[src/rtl/core/ihc_pkg.sv]
// ----------------------------------------------------------------------------
// ihc_pkg
// Shared types, protocol codes and helpers for the IP header classifier.
// ----------------------------------------------------------------------------
package ihc_pkg;

  // default sizing
  localparam int MAX_PACKET_BYTES_DEF = 2047;
  localparam int MAX_EXT_HEADERS_DEF  = 8;

  // IP versions
  localparam logic [3:0] IP_V4 = 4'd4;
  localparam logic [3:0] IP_V6 = 4'd6;

  // transport protocols
  localparam logic [7:0] PR_ICMP   = 8'd1;
  localparam logic [7:0] PR_TCP    = 8'd6;
  localparam logic [7:0] PR_UDP    = 8'd17;
  localparam logic [7:0] PR_ICMPV6 = 8'd58;

  // IPv6 extension header codes
  localparam logic [7:0] EXT_HOP_BY_HOP = 8'd0;
  localparam logic [7:0] EXT_ROUTING    = 8'd43;
  localparam logic [7:0] EXT_FRAGMENT   = 8'd44;
  localparam logic [7:0] EXT_ESP        = 8'd50;
  localparam logic [7:0] EXT_AUTH       = 8'd51;
  localparam logic [7:0] EXT_DEST_OPTS  = 8'd60;
  localparam logic [7:0] EXT_MOBILITY   = 8'd135;

  // fixed header geometry
  localparam int V4_MIN_HDR   = 20;
  localparam int V4_MIN_IHL   = 5;
  localparam int V6_HDR_BYTES = 40;
  localparam int TCP_HDR_MIN  = 20;
  localparam int L4_HDR_MIN   = 8;

  typedef enum logic [2:0] {
    ST_OK           = 3'd0,
    ST_HDR_SHORT    = 3'd1,
    ST_LEN_MISMATCH = 3'd2,
    ST_BAD_VERSION  = 3'd3,
    ST_XPORT_SHORT  = 3'd4,
    ST_OVERSIZE     = 3'd5
  } status_t;

  typedef struct packed {
    status_t     status;
    logic        is_v6;
    logic [7:0]  transport_proto;
    logic [15:0] source_port;
    logic [15:0] dest_port;
    logic [4:0]  tcp_flag_bits;
    logic        more_fragments;
    logic [10:0] payload_offset;
  } res_t;

  function automatic logic is_ext(input logic [7:0] p);
    return (p == EXT_HOP_BY_HOP) || (p == EXT_DEST_OPTS) || (p == EXT_ROUTING) ||
           (p == EXT_FRAGMENT) || (p == EXT_AUTH) || (p == EXT_ESP) ||
           (p == EXT_MOBILITY);
  endfunction

  function automatic logic is_icmp(input logic [7:0] p);
    return (p == PR_ICMP) || (p == PR_ICMPV6);
  endfunction

  function automatic logic is_transport(input logic [7:0] p);
    return (p == PR_TCP) || (p == PR_UDP) || is_icmp(p);
  endfunction

endpackage

[src/rtl/core/ihc_capture.sv]
// ----------------------------------------------------------------------------
// ihc_capture
// Per-packet parse state: byte offset compare and field capture for each
// byte, plus end-of-packet status evaluation.
// ----------------------------------------------------------------------------
module ihc_capture import ihc_pkg::*; #(
  parameter int MAX_PACKET_BYTES = MAX_PACKET_BYTES_DEF,
  parameter int MAX_EXT_HEADERS  = MAX_EXT_HEADERS_DEF
) (
  input  logic       clk,
  input  logic       rst_n,
  input  logic       step,
  input  logic [7:0] data_byte,
  input  logic       last_byte,
  output res_t       res
);

  localparam int CNT_W  = $clog2(MAX_PACKET_BYTES + 1);
  // offsets can run one extension header (up to 2048 bytes) past the packet
  localparam int OFS_W  = $clog2(MAX_PACKET_BYTES + 2048);
  localparam int SEEN_W = $clog2(MAX_EXT_HEADERS + 1);
  localparam int CMP_W  = ((OFS_W > 16) ? OFS_W : 16) + 1;

  logic [CNT_W-1:0]  cnt_r,   cnt_nxt;
  logic              long_r,  long_nxt;
  logic [3:0]        ver_r,   ver_nxt;
  logic [3:0]        hw_r,    hw_nxt;
  logic [15:0]       decl_r,  decl_nxt;
  logic [7:0]        fnh_r,   fnh_nxt;
  logic [7:0]        cur_r,   cur_nxt;
  logic [OFS_W-1:0]  neo_r,   neo_nxt;
  logic              walk_r,  walk_nxt;
  logic [SEEN_W-1:0] seen_r,  seen_nxt;
  logic [OFS_W-1:0]  toff_r,  toff_nxt;
  logic [15:0]       src_r,   src_nxt;
  logic [15:0]       dst_r,   dst_nxt;
  logic [4:0]        flg_r,   flg_nxt;
  logic              frag_r,  frag_nxt;

  logic [3:0]        ver;
  logic [OFS_W-1:0]  pos;
  logic [OFS_W-1:0]  rel;
  logic [11:0]       ext_len;
  logic [SEEN_W-1:0] seen_inc;
  logic              decided;
  logic [7:0]        fin_cur;
  logic [OFS_W-1:0]  fin_toff;
  logic [4:0]        need;
  logic [CMP_W-1:0]  len_c;
  status_t           status;

  always_comb begin
    cnt_nxt  = cnt_r;
    long_nxt = long_r;
    ver_nxt  = ver_r;
    hw_nxt   = hw_r;
    decl_nxt = decl_r;
    fnh_nxt  = fnh_r;
    cur_nxt  = cur_r;
    neo_nxt  = neo_r;
    walk_nxt = walk_r;
    seen_nxt = seen_r;
    toff_nxt = toff_r;
    src_nxt  = src_r;
    dst_nxt  = dst_r;
    flg_nxt  = flg_r;
    frag_nxt = frag_r;

    ver      = (cnt_r == '0) ? data_byte[7:4] : ver_r;
    pos      = OFS_W'(cnt_r);
    ext_len  = {({1'b0, data_byte} + 9'd1), 3'b000};
    seen_inc = seen_r + 1'b1;
    decided  = 1'b0;
    rel      = '0;

    if (cnt_r >= CNT_W'(MAX_PACKET_BYTES)) begin
      long_nxt = 1'b1;
    end else begin
      cnt_nxt = cnt_r + 1'b1;
      if (cnt_r == '0) begin
        ver_nxt = data_byte[7:4];
        hw_nxt  = data_byte[3:0];
        if (data_byte[7:4] == IP_V4) begin
          toff_nxt = OFS_W'({data_byte[3:0], 2'b00});
        end
      end

      if (ver == IP_V4) begin
        if (cnt_r == CNT_W'(2)) begin
          decl_nxt = {data_byte, 8'h00};
        end else if (cnt_r == CNT_W'(3)) begin
          decl_nxt = decl_r | {8'h00, data_byte};
        end else if (cnt_r == CNT_W'(6)) begin
          frag_nxt = data_byte[5];
        end else if (cnt_r == CNT_W'(9)) begin
          cur_nxt = data_byte;
          fnh_nxt = data_byte;
        end
      end else if (ver == IP_V6) begin
        if (cnt_r == CNT_W'(6)) begin
          fnh_nxt  = data_byte;
          cur_nxt  = data_byte;
          toff_nxt = OFS_W'(V6_HDR_BYTES);
          if (is_ext(data_byte)) begin
            walk_nxt = 1'b1;
            neo_nxt  = OFS_W'(V6_HDR_BYTES);
            seen_nxt = '0;
          end
        end else if (walk_r) begin
          if (pos == neo_r) begin
            cur_nxt = data_byte;
          end else if (pos == neo_r + 1'b1) begin
            neo_nxt  = neo_r + OFS_W'(ext_len);
            seen_nxt = seen_inc;
            if (is_transport(cur_r)) begin
              walk_nxt = 1'b0;
              toff_nxt = neo_r + OFS_W'(ext_len);
            end else if (!is_ext(cur_r) || (seen_inc >= SEEN_W'(MAX_EXT_HEADERS))) begin
              walk_nxt = 1'b0;
              cur_nxt  = fnh_r;
              toff_nxt = OFS_W'(V6_HDR_BYTES);
            end
          end
        end
      end

      decided = ((ver == IP_V4) && (cnt_r > CNT_W'(9))) ||
                ((ver == IP_V6) && (cnt_r > CNT_W'(6)) && !walk_nxt);
      rel = pos - toff_nxt;
      if (decided && is_transport(cur_nxt) && (pos >= toff_nxt)) begin
        if (is_icmp(cur_nxt)) begin
          // identifier goes to both port fields
          if (rel == OFS_W'(4)) begin
            src_nxt = {data_byte, 8'h00};
            dst_nxt = {data_byte, 8'h00};
          end else if (rel == OFS_W'(5)) begin
            src_nxt = src_r | {8'h00, data_byte};
            dst_nxt = src_r | {8'h00, data_byte};
          end
        end else begin
          if (rel == OFS_W'(0)) begin
            src_nxt = {data_byte, 8'h00};
          end else if (rel == OFS_W'(1)) begin
            src_nxt = src_r | {8'h00, data_byte};
          end else if (rel == OFS_W'(2)) begin
            dst_nxt = {data_byte, 8'h00};
          end else if (rel == OFS_W'(3)) begin
            dst_nxt = dst_r | {8'h00, data_byte};
          end else if ((rel == OFS_W'(13)) && (cur_nxt == PR_TCP)) begin
            // rst, fin, psh, ack, syn (msb first)
            flg_nxt = {data_byte[2], data_byte[0], data_byte[3], data_byte[4], data_byte[1]};
          end
        end
      end
    end
  end

  // end-of-packet evaluation on the post-byte state
  always_comb begin
    len_c    = CMP_W'(cnt_nxt);
    fin_cur  = cur_nxt;
    fin_toff = toff_nxt;
    if ((ver_nxt == IP_V6) && walk_nxt) begin
      // walk never finished: fall back to the fixed next header
      fin_cur  = fnh_nxt;
      fin_toff = OFS_W'(V6_HDR_BYTES);
    end

    if (fin_cur == PR_TCP) begin
      need = 5'(TCP_HDR_MIN);
    end else if (is_transport(fin_cur)) begin
      need = 5'(L4_HDR_MIN);
    end else begin
      need = '0;
    end

    if (long_nxt) begin
      status = ST_OVERSIZE;
    end else if (ver_nxt == IP_V4) begin
      if ((len_c < CMP_W'(V4_MIN_HDR)) || (hw_nxt < 4'(V4_MIN_IHL)) ||
          (len_c < CMP_W'({hw_nxt, 2'b00}))) begin
        status = ST_HDR_SHORT;
      end else if (CMP_W'(decl_nxt) != len_c) begin
        status = ST_LEN_MISMATCH;
      end else if ((need != '0) && (len_c < CMP_W'(fin_toff) + CMP_W'(need))) begin
        status = ST_XPORT_SHORT;
      end else begin
        status = ST_OK;
      end
    end else if (ver_nxt == IP_V6) begin
      if (len_c < CMP_W'(V6_HDR_BYTES)) begin
        status = ST_HDR_SHORT;
      end else if ((need != '0) && (len_c < CMP_W'(fin_toff) + CMP_W'(need))) begin
        status = ST_XPORT_SHORT;
      end else begin
        status = ST_OK;
      end
    end else begin
      status = ST_BAD_VERSION;
    end

    res        = '0;
    res.status = status;
    if (status == ST_OK) begin
      res.is_v6           = (ver_nxt == IP_V6);
      res.transport_proto = fin_cur;
      if (is_transport(fin_cur)) begin
        res.source_port = src_nxt;
        res.dest_port   = dst_nxt;
      end
      if (fin_cur == PR_TCP) begin
        res.tcp_flag_bits = flg_nxt;
      end
      res.more_fragments = (ver_nxt == IP_V4) && frag_nxt;
      res.payload_offset = fin_toff[10:0];
    end
  end

  always_ff @(posedge clk) begin
    if (!rst_n || (step && last_byte)) begin
      cnt_r  <= '0;
      long_r <= 1'b0;
      ver_r  <= '0;
      hw_r   <= '0;
      decl_r <= '0;
      fnh_r  <= '0;
      cur_r  <= '0;
      neo_r  <= '0;
      walk_r <= 1'b0;
      seen_r <= '0;
      toff_r <= '0;
      src_r  <= '0;
      dst_r  <= '0;
      flg_r  <= '0;
      frag_r <= 1'b0;
    end else if (step) begin
      cnt_r  <= cnt_nxt;
      long_r <= long_nxt;
      ver_r  <= ver_nxt;
      hw_r   <= hw_nxt;
      decl_r <= decl_nxt;
      fnh_r  <= fnh_nxt;
      cur_r  <= cur_nxt;
      neo_r  <= neo_nxt;
      walk_r <= walk_nxt;
      seen_r <= seen_nxt;
      toff_r <= toff_nxt;
      src_r  <= src_nxt;
      dst_r  <= dst_nxt;
      flg_r  <= flg_nxt;
      frag_r <= frag_nxt;
    end
  end

endmodule

[src/rtl/core/ihc_out_reg.sv]
// ----------------------------------------------------------------------------
// ihc_out_reg
// Result register: holds one classification item until downstream takes it.
// ----------------------------------------------------------------------------
module ihc_out_reg import ihc_pkg::*; (
  input  logic clk,
  input  logic rst_n,
  input  logic load,
  input  logic stall,
  input  res_t d,
  output logic valid,
  output res_t q
);

  logic valid_r, valid_nxt;
  res_t q_r;

  // load only happens when the slot is empty or being drained
  assign valid_nxt = load || (valid_r && stall);

  always_ff @(posedge clk) begin
    if (!rst_n) begin
      valid_r <= 1'b0;
    end else begin
      valid_r <= valid_nxt;
    end
  end

  always_ff @(posedge clk) begin
    if (load) begin
      q_r <= d;
    end
  end

  assign valid = valid_r;
  assign q     = q_r;

endmodule

[src/rtl/core/ip_packet_header_classifier.sv]
// The last byte passes the input register and then loads the result register.
// Throughput: one byte per cycle; the parse stage advances each cycle unless
// the byte is a packet's last and the result register is still held.
// Reset: synchronous active-low rst_n empties both registers and clears
// the packet parse state.
// ----------------------------------------------------------------------------
// ip_packet_header_classifier
// Streams an IPv4/IPv6 packet byte by byte and emits one classification item
// (version, transport protocol, ports, TCP flags, MF bit, payload offset,
// status) per packet.
// ----------------------------------------------------------------------------
module ip_packet_header_classifier import ihc_pkg::*; #(
  parameter int MAX_PACKET_BYTES = MAX_PACKET_BYTES_DEF,
  parameter int MAX_EXT_HEADERS  = MAX_EXT_HEADERS_DEF
) (
  input  logic        clk,
  input  logic        rst_n,
  // byte stream in
  input  logic        in_valid,
  output logic        in_stall,
  input  logic [7:0]  in_data_byte,
  input  logic        in_last_byte,
  // classification out
  output logic        out_valid,
  input  logic        out_stall,
  output logic [2:0]  out_status,
  output logic        out_is_v6,
  output logic [7:0]  out_transport_proto,
  output logic [15:0] out_source_port,
  output logic [15:0] out_dest_port,
  output logic [4:0]  out_tcp_flag_bits,
  output logic        out_more_fragments,
  output logic [10:0] out_payload_offset
);

  // Input register: one byte waiting for the parse stage.
  logic       s1_valid_r, s1_valid_nxt;
  logic [7:0] s1_byte_r;
  logic       s1_last_r;

  logic in_take;
  logic advance;
  logic res_load;
  res_t res;
  res_t res_q;

  // A byte moves into the parse state every cycle, except a last byte that
  // would overwrite a result still waiting downstream.
  assign advance  = s1_valid_r && !(s1_last_r && out_valid && out_stall);
  assign in_stall = s1_valid_r && !advance;
  assign in_take  = in_valid && !in_stall;
  assign res_load = advance && s1_last_r;

  assign s1_valid_nxt = in_take || (s1_valid_r && !advance);

  always_ff @(posedge clk) begin
    if (!rst_n) begin
      s1_valid_r <= 1'b0;
    end else begin
      s1_valid_r <= s1_valid_nxt;
    end
  end

  always_ff @(posedge clk) begin
    if (in_take) begin
      s1_byte_r <= in_data_byte;
      s1_last_r <= in_last_byte;
    end
  end

  // Per-byte capture and end-of-packet status logic.
  ihc_capture #(
    .MAX_PACKET_BYTES (MAX_PACKET_BYTES),
    .MAX_EXT_HEADERS  (MAX_EXT_HEADERS)
  ) u_capture (
    .clk       (clk),
    .rst_n     (rst_n),
    .step      (advance),
    .data_byte (s1_byte_r),
    .last_byte (s1_last_r),
    .res       (res)
  );

  // Result register, loaded at the last byte of each packet.
  ihc_out_reg u_out (
    .clk   (clk),
    .rst_n (rst_n),
    .load  (res_load),
    .stall (out_stall),
    .d     (res),
    .valid (out_valid),
    .q     (res_q)
  );

  assign out_status          = res_q.status;
  assign out_is_v6           = res_q.is_v6;
  assign out_transport_proto = res_q.transport_proto;
  assign out_source_port     = res_q.source_port;
  assign out_dest_port       = res_q.dest_port;
  assign out_tcp_flag_bits   = res_q.tcp_flag_bits;
  assign out_more_fragments  = res_q.more_fragments;
  assign out_payload_offset  = res_q.payload_offset;

endmodule

[config.mk]
export PLATFORM = sky130hd
export DESIGN_NAME = ip_packet_header_classifier
export DESIGN_NICKNAME = d
export VERILOG_FILES = /design/src/rtl/core/ihc_pkg.sv /design/src/rtl/core/ihc_capture.sv /design/src/rtl/core/ihc_out_reg.sv /design/src/rtl/core/ip_packet_header_classifier.sv
export SDC_FILE = /design/constraint.sdc
export NUM_CORES = 1
export LEC_CHECK = 0
export CAP_MARGIN = 5
export CORE_MARGIN = 3
export CORE_UTILIZATION = 50
export CTS_BUF_LIST = sky130_fd_sc_hd__clkbuf_2
export CTS_CLUSTER_SIZE = 10
export DETAILED_ROUTE_END_ITERATION = 8
export DONT_BUFFER_PORTS = 1
export PLACE_DENSITY = 0.63
export SLEW_MARGIN = 0
export SYNTH_ARGS = -nofsm -noshare
export SYNTH_HDL_FRONTEND = slang
export SYNTH_HIERARCHICAL = 1
export SYNTH_SLANG_ARGS = --single-unit
export TNS_END_PERCENT = 1
[constraint.sdc]
create_clock -name clk -period 16 [get_ports clk]
set_input_delay 2.4 -clock clk [delete_from_list [all_inputs] [get_ports clk]]
set_output_delay 2.4 -clock clk [all_outputs]
set_load 0.03 [all_outputs]
==> flow_summary.json, run 1 <==
{
  "grtUsageTotal": 0.2881,
  "rows": 56,
  "cpMostUsedCell": "a21oi_1",
  "min-delay-start": "u_capture/flg_r[3]$_SDFFE_PP0P_",
  "hold_ws_ps": 471.1,
  "htree_levels": 4,
  "syn_nets": 1447,
  "p_leak_nw": 4.442,
  "syn_avg_cell_area_um2": 8.755,
  "die_h_um": 161.9,
  "nNetsFinal": 1392,
  "synth.top_cell.area_share": 0.1944,
  "synth.most_common_cell": "a21oi_1",
  "detail_route.iter0.violations": 1264,
  "port_buffers": 0,
  "grt_overflow_total": 0,
  "die_x_um": 161.9,
  "first_global_vias": 9971,
  "cp-start-kind": "register",
  "yosys.area.top_type": "dfxtp_1",
  "ir_worst_vdd_mv": 0.04201,
  "vias": 10977,
  "cts_resized": 0,
  "cp-end-kind": "register",
  "finalHoldViolations": 0,
  "relSlewSlack": 0.1370,
  "cts.sinks": 188,
  "postCtsHoldBufs": 0,
  "min_to": "u_capture/flg_r[3]$_SDFFE_PP0P_",
  "hold_class": "register to register",
  "synthTopCellsByArea": "dfxtp_1 (19%), edfxtp_1 (17%), a21oi_1 (6.5%), ha_1 (4.4%), nor2_1 (3.6%)",
  "core_um2": 23680,
  "status": "completed",
  "arrival_ps": 9480,
  "reg2reg_to": "u_out/q[40]$_DFFE_PP_",
  "maxCapViolCount": 0,
  "syn_inst": 1388,
  "ys_warn_count": 6,
  "clk_pin_slew_ps": 340,
  "area_delta_synth_final_pct": 3.913,
  "required_ps": 16510,
  "cp_slowest_cell": "mux2i_2",
  "hold_depth": 2,
  "crit_fanout": 26,
  "reg2reg_depth": 27,
  "wirelength_mm": 38.29,
  "crit_buf_inv": 2,
  "r2r_setup_slack_ps": 7040,
  "synth_flop_cell": "dfxtp_1",
  "post_drt_wl_per_cell_um": 22.97,
  "clock_latency_ps": 800,
  "synth_edf_count": 70,
  "synth_seq_cells": 188,
  "post_cts_buffers": 0,
  "slew_viol_final": 0,
  "synth_area_um2": 12150,
  "hpwl_mm": 26.57,
  "numCtsBuffers": 17,
  "rsz0062_at_grt": "false",
  "via_per_inst": 6.585,
  "drt_pass1_iterations": 6,
  "worstSetupPathType": "register to register",
  "layout-drive-gt1-share": 0.1018,
  "ys_top_cells_by_count": "a21oi_1 (159), dfxtp_1 (118), nor2_1 (116), nand2_1 (98), edfxtp_1 (70)",
  "root_buffer": "clkbuf_2",
  "async_reset_ff_frac": 0,
  "setup_viol": 0,
  "die-area_um2": 26210,
  "setup_tns_ps": 0,
  "max_freq_mhz": 111.6,
  "final_core_util": 0.5332,
  "slowest_delay_ps": 860,
  "period_needed_ps": 8963,
  "period_share": 0.5602,
  "tightest_slew_ps": 1286,
  "cts_buffer_depth": 2,
  "antenna_found_initial": 3,
  "grt_pass1_wl_mm": 59.10,
  "cp_top_family": "compound AO/OA/AOI/OAI gates",
  "ios": 76,
  "reg2reg_from": "u_capture/cnt_r[1]$_SDFFE_PP0P_",
  "cts_tree": "done",
  "grt_max_degree": 90,
  "synth.distinct_cells": 95,
  "ant_nets": 0,
  "ys_seq_area_frac": 0.3674,
  "place_congestion": 0.9484,
  "fin_skew_ps": 61.52,
  "drc_errors": 0,
  "start_util": 0.5131,
  "p_per_area_nw_per_um2": 70.69
}
worst max path at each step:
stage	from	to	slack, ps	cells after the start
2_1_floorplan	s1_byte_r[0]$_DFFE_PP_	u_out/q[53]$_DFFE_PP_	9750	30
3_3_place_gp	u_capture/cnt_r[1]$_SDFFE_PP0P_	u_out/q[40]$_DFFE_PP_	7570	27
3_5_place_dp	u_capture/cnt_r[0]$_SDFFE_PP0P_	u_out/q[40]$_DFFE_PP_	7300	27
4_1_cts	u_capture/cnt_r[0]$_SDFFE_PP0P_	u_out/q[40]$_DFFE_PP_	7190	27
5_1_grt	u_capture/cnt_r[0]$_SDFFE_PP0P_	u_out/q[40]$_DFFE_PP_	6250	27
6_report	u_capture/cnt_r[1]$_SDFFE_PP0P_	u_out/q[40]$_DFFE_PP_	7040	27
final cells by class:
type | count | area [um2]
diodes | 2 | 5.005
clock buffers | 18 | 90.09
clock inverters | 14 | 177.7
fillers | 2283 | 11060
inverters | 32 | 120.1
multi-input cells | 1067 | 7168
flip-flops and latches | 188 | 4464
well taps | 319 | 399.1
repair buffers | 27 | 202.7
where the power goes:
part | leakage [nW] | internal [mW] | switching [mW]
sequential | 1.63 | 0.504 | 0.0106
clock | 0.154 | 0.0681 | 0.197
combinational | 2.65 | 0.0339 | 0.0788
sequential cells by signal (all words and copies together) (netlist names), 4 cells and up:
name	cells
u_capture/hw_r	4
s1_byte_r	8
u_capture/ver_r	4
u_capture/cnt_r	11
u_capture/neo_r	9
u_capture/decl_r	16
u_capture/fnh_r	8
u_capture/seen_r	4
u_capture/flg_r	5
u_capture/cur_r	8
u_capture/src_r	16
u_capture/dst_r	16
u_capture/toff_r	12
u_out/q	61
metal layers:
| metal | part of all wire | up-vias | wire [um] | GRT usage |
|---|---|---|---|---|
| li1 | - | 5128 | - | - |
| met1 | 0.46 | 5253 | 17430 | 0.4191 |
| met2 | 0.42 | 524 | 16220 | 0.4236 |
| met3 | 0.091 | 70 | 3470 | 0.06656 |
| met4 | 0.030 | 2 | 1161 | 0.09345 |
| met5 | 0.00034 | - | 13 | 0 |
cells by family after synthesis:
group / synth area share
compound gates: 0.2536
xor+xnor: 0.03892
fa+ha+maj: 0.04922
buf+inv: 0.04602
flops: 0.3674
mux: 0.04891
simple gates: 0.1959
through the flow:
stage / worst slack [ps] / total power [mW] / instances / instance area (um2)
after floorplan: 9745 / 0.6004 / 1388 / 12150
after global placement: 7573 / 0.6330 / 1633 / 12350
after detailed placement: 7301 / 0.6334 / 1633 / 12350
after CTS: 7192 / 0.8985 / 1665 / 12620
after global routing: 6252 / 0.9300 / 1667 / 12630
final: 7037 / 0.8926 / 1667 / 12630
placed cells by master (no fill, tap or decap), types with 8 or more instances in the layout:
cell type	instances
a21oi_1	158
dfxtp_1	118
nor2_1	116
nand2_1	97
edfxtp_1	70
o21ai_0	68
nand3_1	58
ha_1	43
a211oi_1	33
nor3_1	32
inv_1	31
mux2i_1	31
xnor2_1	29
buf_4	27
xor2_1	25
nor4_1	21
a31oi_1	19
clkbuf_2	18
mux2_2	18
o22ai_1	16
o211ai_1	15
o2bb2ai_1	15
nor2b_1	14
nand4_1	13
and3_1	13
a21o_1	13
a41oi_1	10
and2_1	10
nand2b_1	9
or3_1	9
o32a_1	9
a31o_2	9
o21a_1	8
nor4b_1	8
o221ai_1	8
o211a_1	8
tightest hold or removal path, cell delays in order, from the launching register on:
cell     delay (ps)
dfxtp_1         380
nand2_1          50
a21oi_1          50
No activity file was read; power rests on OpenSTA's default activity.
==> inputs of run 2 (changes only) <==
==> constraint.sdc (replaced) <==
create_clock -name clk -period 8.5 [get_ports clk]
set_input_delay 1.275 -clock clk [delete_from_list [all_inputs] [get_ports clk]]
set_output_delay 1.275 -clock clk [all_outputs]
set_load 0.03 [all_outputs]
==> run 2 against run 1 <==
Die area is the same. Sequential power grew 89%. Clock power grew 100%.
==> flow_summary.json, run 2 (synthesized netlist as in run 1, its figures left out) <==
{
  "status": "completed",
  "setup_tns_ps": 0,
  "die-area_um2": 26210,
  "cts_buffer_depth": 2,
  "swShare": 0.3277,
  "die_h_um": 161.9,
  "r2r_setup_slack_ps": 660,
  "nNetsFinal": 1410,
  "p_per_area_nw_per_um2": 135.0,
  "cp-start-kind": "register",
  "tightest_slew_ps": 1233,
  "min-delay-start": "u_capture/flg_r[4]$_SDFFE_PP0P_",
  "rsz0062_at_grt": "false",
  "post_drt_wl_per_cell_um": 22.57,
  "switching_power_mw": 0.5659,
  "vias": 11076,
  "hold_depth": 2,
  "p_leak_nw": 4.550,
  "maxCapViolCount": 0,
  "via_per_inst": 6.577,
  "intPower_mw": 1.161,
  "die_x_um": 161.9,
  "cts_tree": "done",
  "setup_viol": 0,
  "period_needed_ps": 7836,
  "postCtsHoldBufs": 0,
  "reg2reg_from": "u_capture/cnt_r[1]$_SDFFE_PP0P_",
  "numCtsBuffers": 17,
  "crit_fanout": 20,
  "p_comb_frac": 0.123,
  "port_buffers": 0,
  "seqPwrFrac": 0.563,
  "ir_worst_vdd_mv": 0.09596,
  "htree_levels": 4,
  "min_to": "u_capture/flg_r[4]$_SDFFE_PP0P_",
  "detail_route.iter0.violations": 1297,
  "ios": 76,
  "required_ps": 9080,
  "wirelength_mm": 38.00,
  "fillers": 2289,
  "finalHoldViolations": 0,
  "rows": 56,
  "layout-drive-gt1-share": 0.1144,
  "first_global_vias": 9914,
  "root_buffer": "clkbuf_2",
  "relSlewSlack": 0.1705,
  "cp-end-kind": "register",
  "largest_reg_flops": 61,
  "fin_skew_ps": 75.67,
  "grt_max_degree": 62,
  "place_congestion": 0.9995,
  "hpwl_mm": 27.12,
  "final_cell_mix": "a21oi_1 (158), dfxtp_1 (118), nor2_1 (116)",
  "clock_latency_ps": 820,
  "period_share": 0.9219,
  "drt_pass1_iterations": 5,
  "ant_nets": 0,
  "cts.sinks": 188,
  "grt_overflow_total": 0,
  "grt_pass1_wl_mm": 58.90,
  "max_freq_mhz": 127.6,
  "hold_class": "register to register",
  "area_delta_synth_final_pct": 5.303,
  "arrival_ps": 8420,
  "reg2reg_to": "u_out/q[53]$_DFFE_PP_",
  "layout_commonest_cell": "a21oi_1",
  "final_core_util": 0.5403,
  "drc_errors": 0,
  "clk_pin_slew_ps": 340,
  "worstSetupPathType": "register to register",
  "grtUsageTotal": 0.2874,
  "setup_slack_ps": 664.2,
  "start_util": 0.5131,
  "slew_viol_final": 0,
  "antenna_found_initial": 3,
  "core_um2": 23680,
  "dpl_worst_slack_ps": 619.8,
  "reg2reg_depth": 27,
  "clockPowerShare": 0.314
}
==> run 2: power groups by stage <==
stage,clock network (mW),logic (mW),registers [mW]
CTS,0.558,0.207,0.973
finish,0.542,0.212,0.973
global route,0.595,0.228,0.976
global placement,0,0.205,0.989
detailed placement,0,0.206,0.989
floorplan,0,0.145,0.985
==> run 2: cell type report <==
type | instances | area [um2] | area share
Antenna cell | 1 | 2.502 | 0.0001956
Clock buffer | 17 | 85.08 | 0.006649
Clock inverter | 15 | 222.7 | 0.01740
Inverter | 32 | 120.1 | 0.009387
Multi-Input combinational cell | 1067 | 7164 | 0.5599
Sequential cell | 188 | 4464 | 0.3489
Tap cell | 319 | 399.1 | 0.03119
Timing Repair Buffer | 45 | 337.8 | 0.02640
==> run 2: worst max path at each step <==
stage	from	end	depth (start not counted)
5_1_grt	u_capture/cnt_r[1]$_SDFFE_PP0P_	u_out/q[53]$_DFFE_PP_	27
6_report	u_capture/cnt_r[1]$_SDFFE_PP0P_	u_out/q[53]$_DFFE_PP_	27
2_1_floorplan	s1_byte_r[0]$_DFFE_PP_	u_out/q[53]$_DFFE_PP_	30
4_1_cts	u_capture/cnt_r[1]$_SDFFE_PP0P_	u_out/q[17]$_DFFE_PP_	26
3_5_place_dp	u_capture/cnt_r[1]$_SDFFE_PP0P_	u_out/q[39]$_DFFE_PP_	26
3_3_place_gp	u_capture/cnt_r[1]$_SDFFE_PP0P_	u_out/q[40]$_DFFE_PP_	26
==> run 2: through the flow <==
step / hold WS, ps / total power [mW] / instance area, um2 / std cells
4_1_cts: 446.8 / 1.739 / 12790 / 1683
2_1_floorplan: 426.1 / 1.130 / 12150 / 1388
3_5_place_dp: 440.8 / 1.195 / 12480 / 1651
6_report: 469.4 / 1.727 / 12800 / 1684
3_3_place_gp: 436.8 / 1.194 / 12480 / 1651
5_1_grt: 412.7 / 1.799 / 12800 / 1684
==> run 2: worst max-delay path, cell delays in order (launching register included) <==
cell       delay (ps)
dfxtp_1           490
inv_1             180
ha_1              290
nor2b_1           310
nand3_1           480
mux2_2            610
a21oi_1           670
o221ai_1          390
mux2_2            390
o2111a_1          150
o211ai_1          320
inv_1             140
fa_1              470
a21oi_1           380
o21ai_0           130
o22a_1            210
ha_1              300
a21oi_1            80
nor2b_1           110
o21ai_0            80
nand2_1            80
a41oi_1            50
a21oi_1           150
o31a_1            180
a21oi_2            80
a21boi_1          170
buf_4             220
a2111oi_0         500
==> run 2: metal layers <==
metal / routed length, um / vias up / track usage
met1: 17200 / 5286 / 0.4245
li1: - / 5164 / -
met2: 16100 / 551 / 0.4152
met5: 24 / - / 0
met3: 3463 / 71 / 0.05866
met4: 1212 / 4 / 0.1051
==> run 2: timing repair <==
| action | CTS | global route |
|---|---|---|
| endpoints found under the setup margin | 0 | 24 |
| resized for setup | 0 | 1 |
| buffers inserted | 0 | 0 |
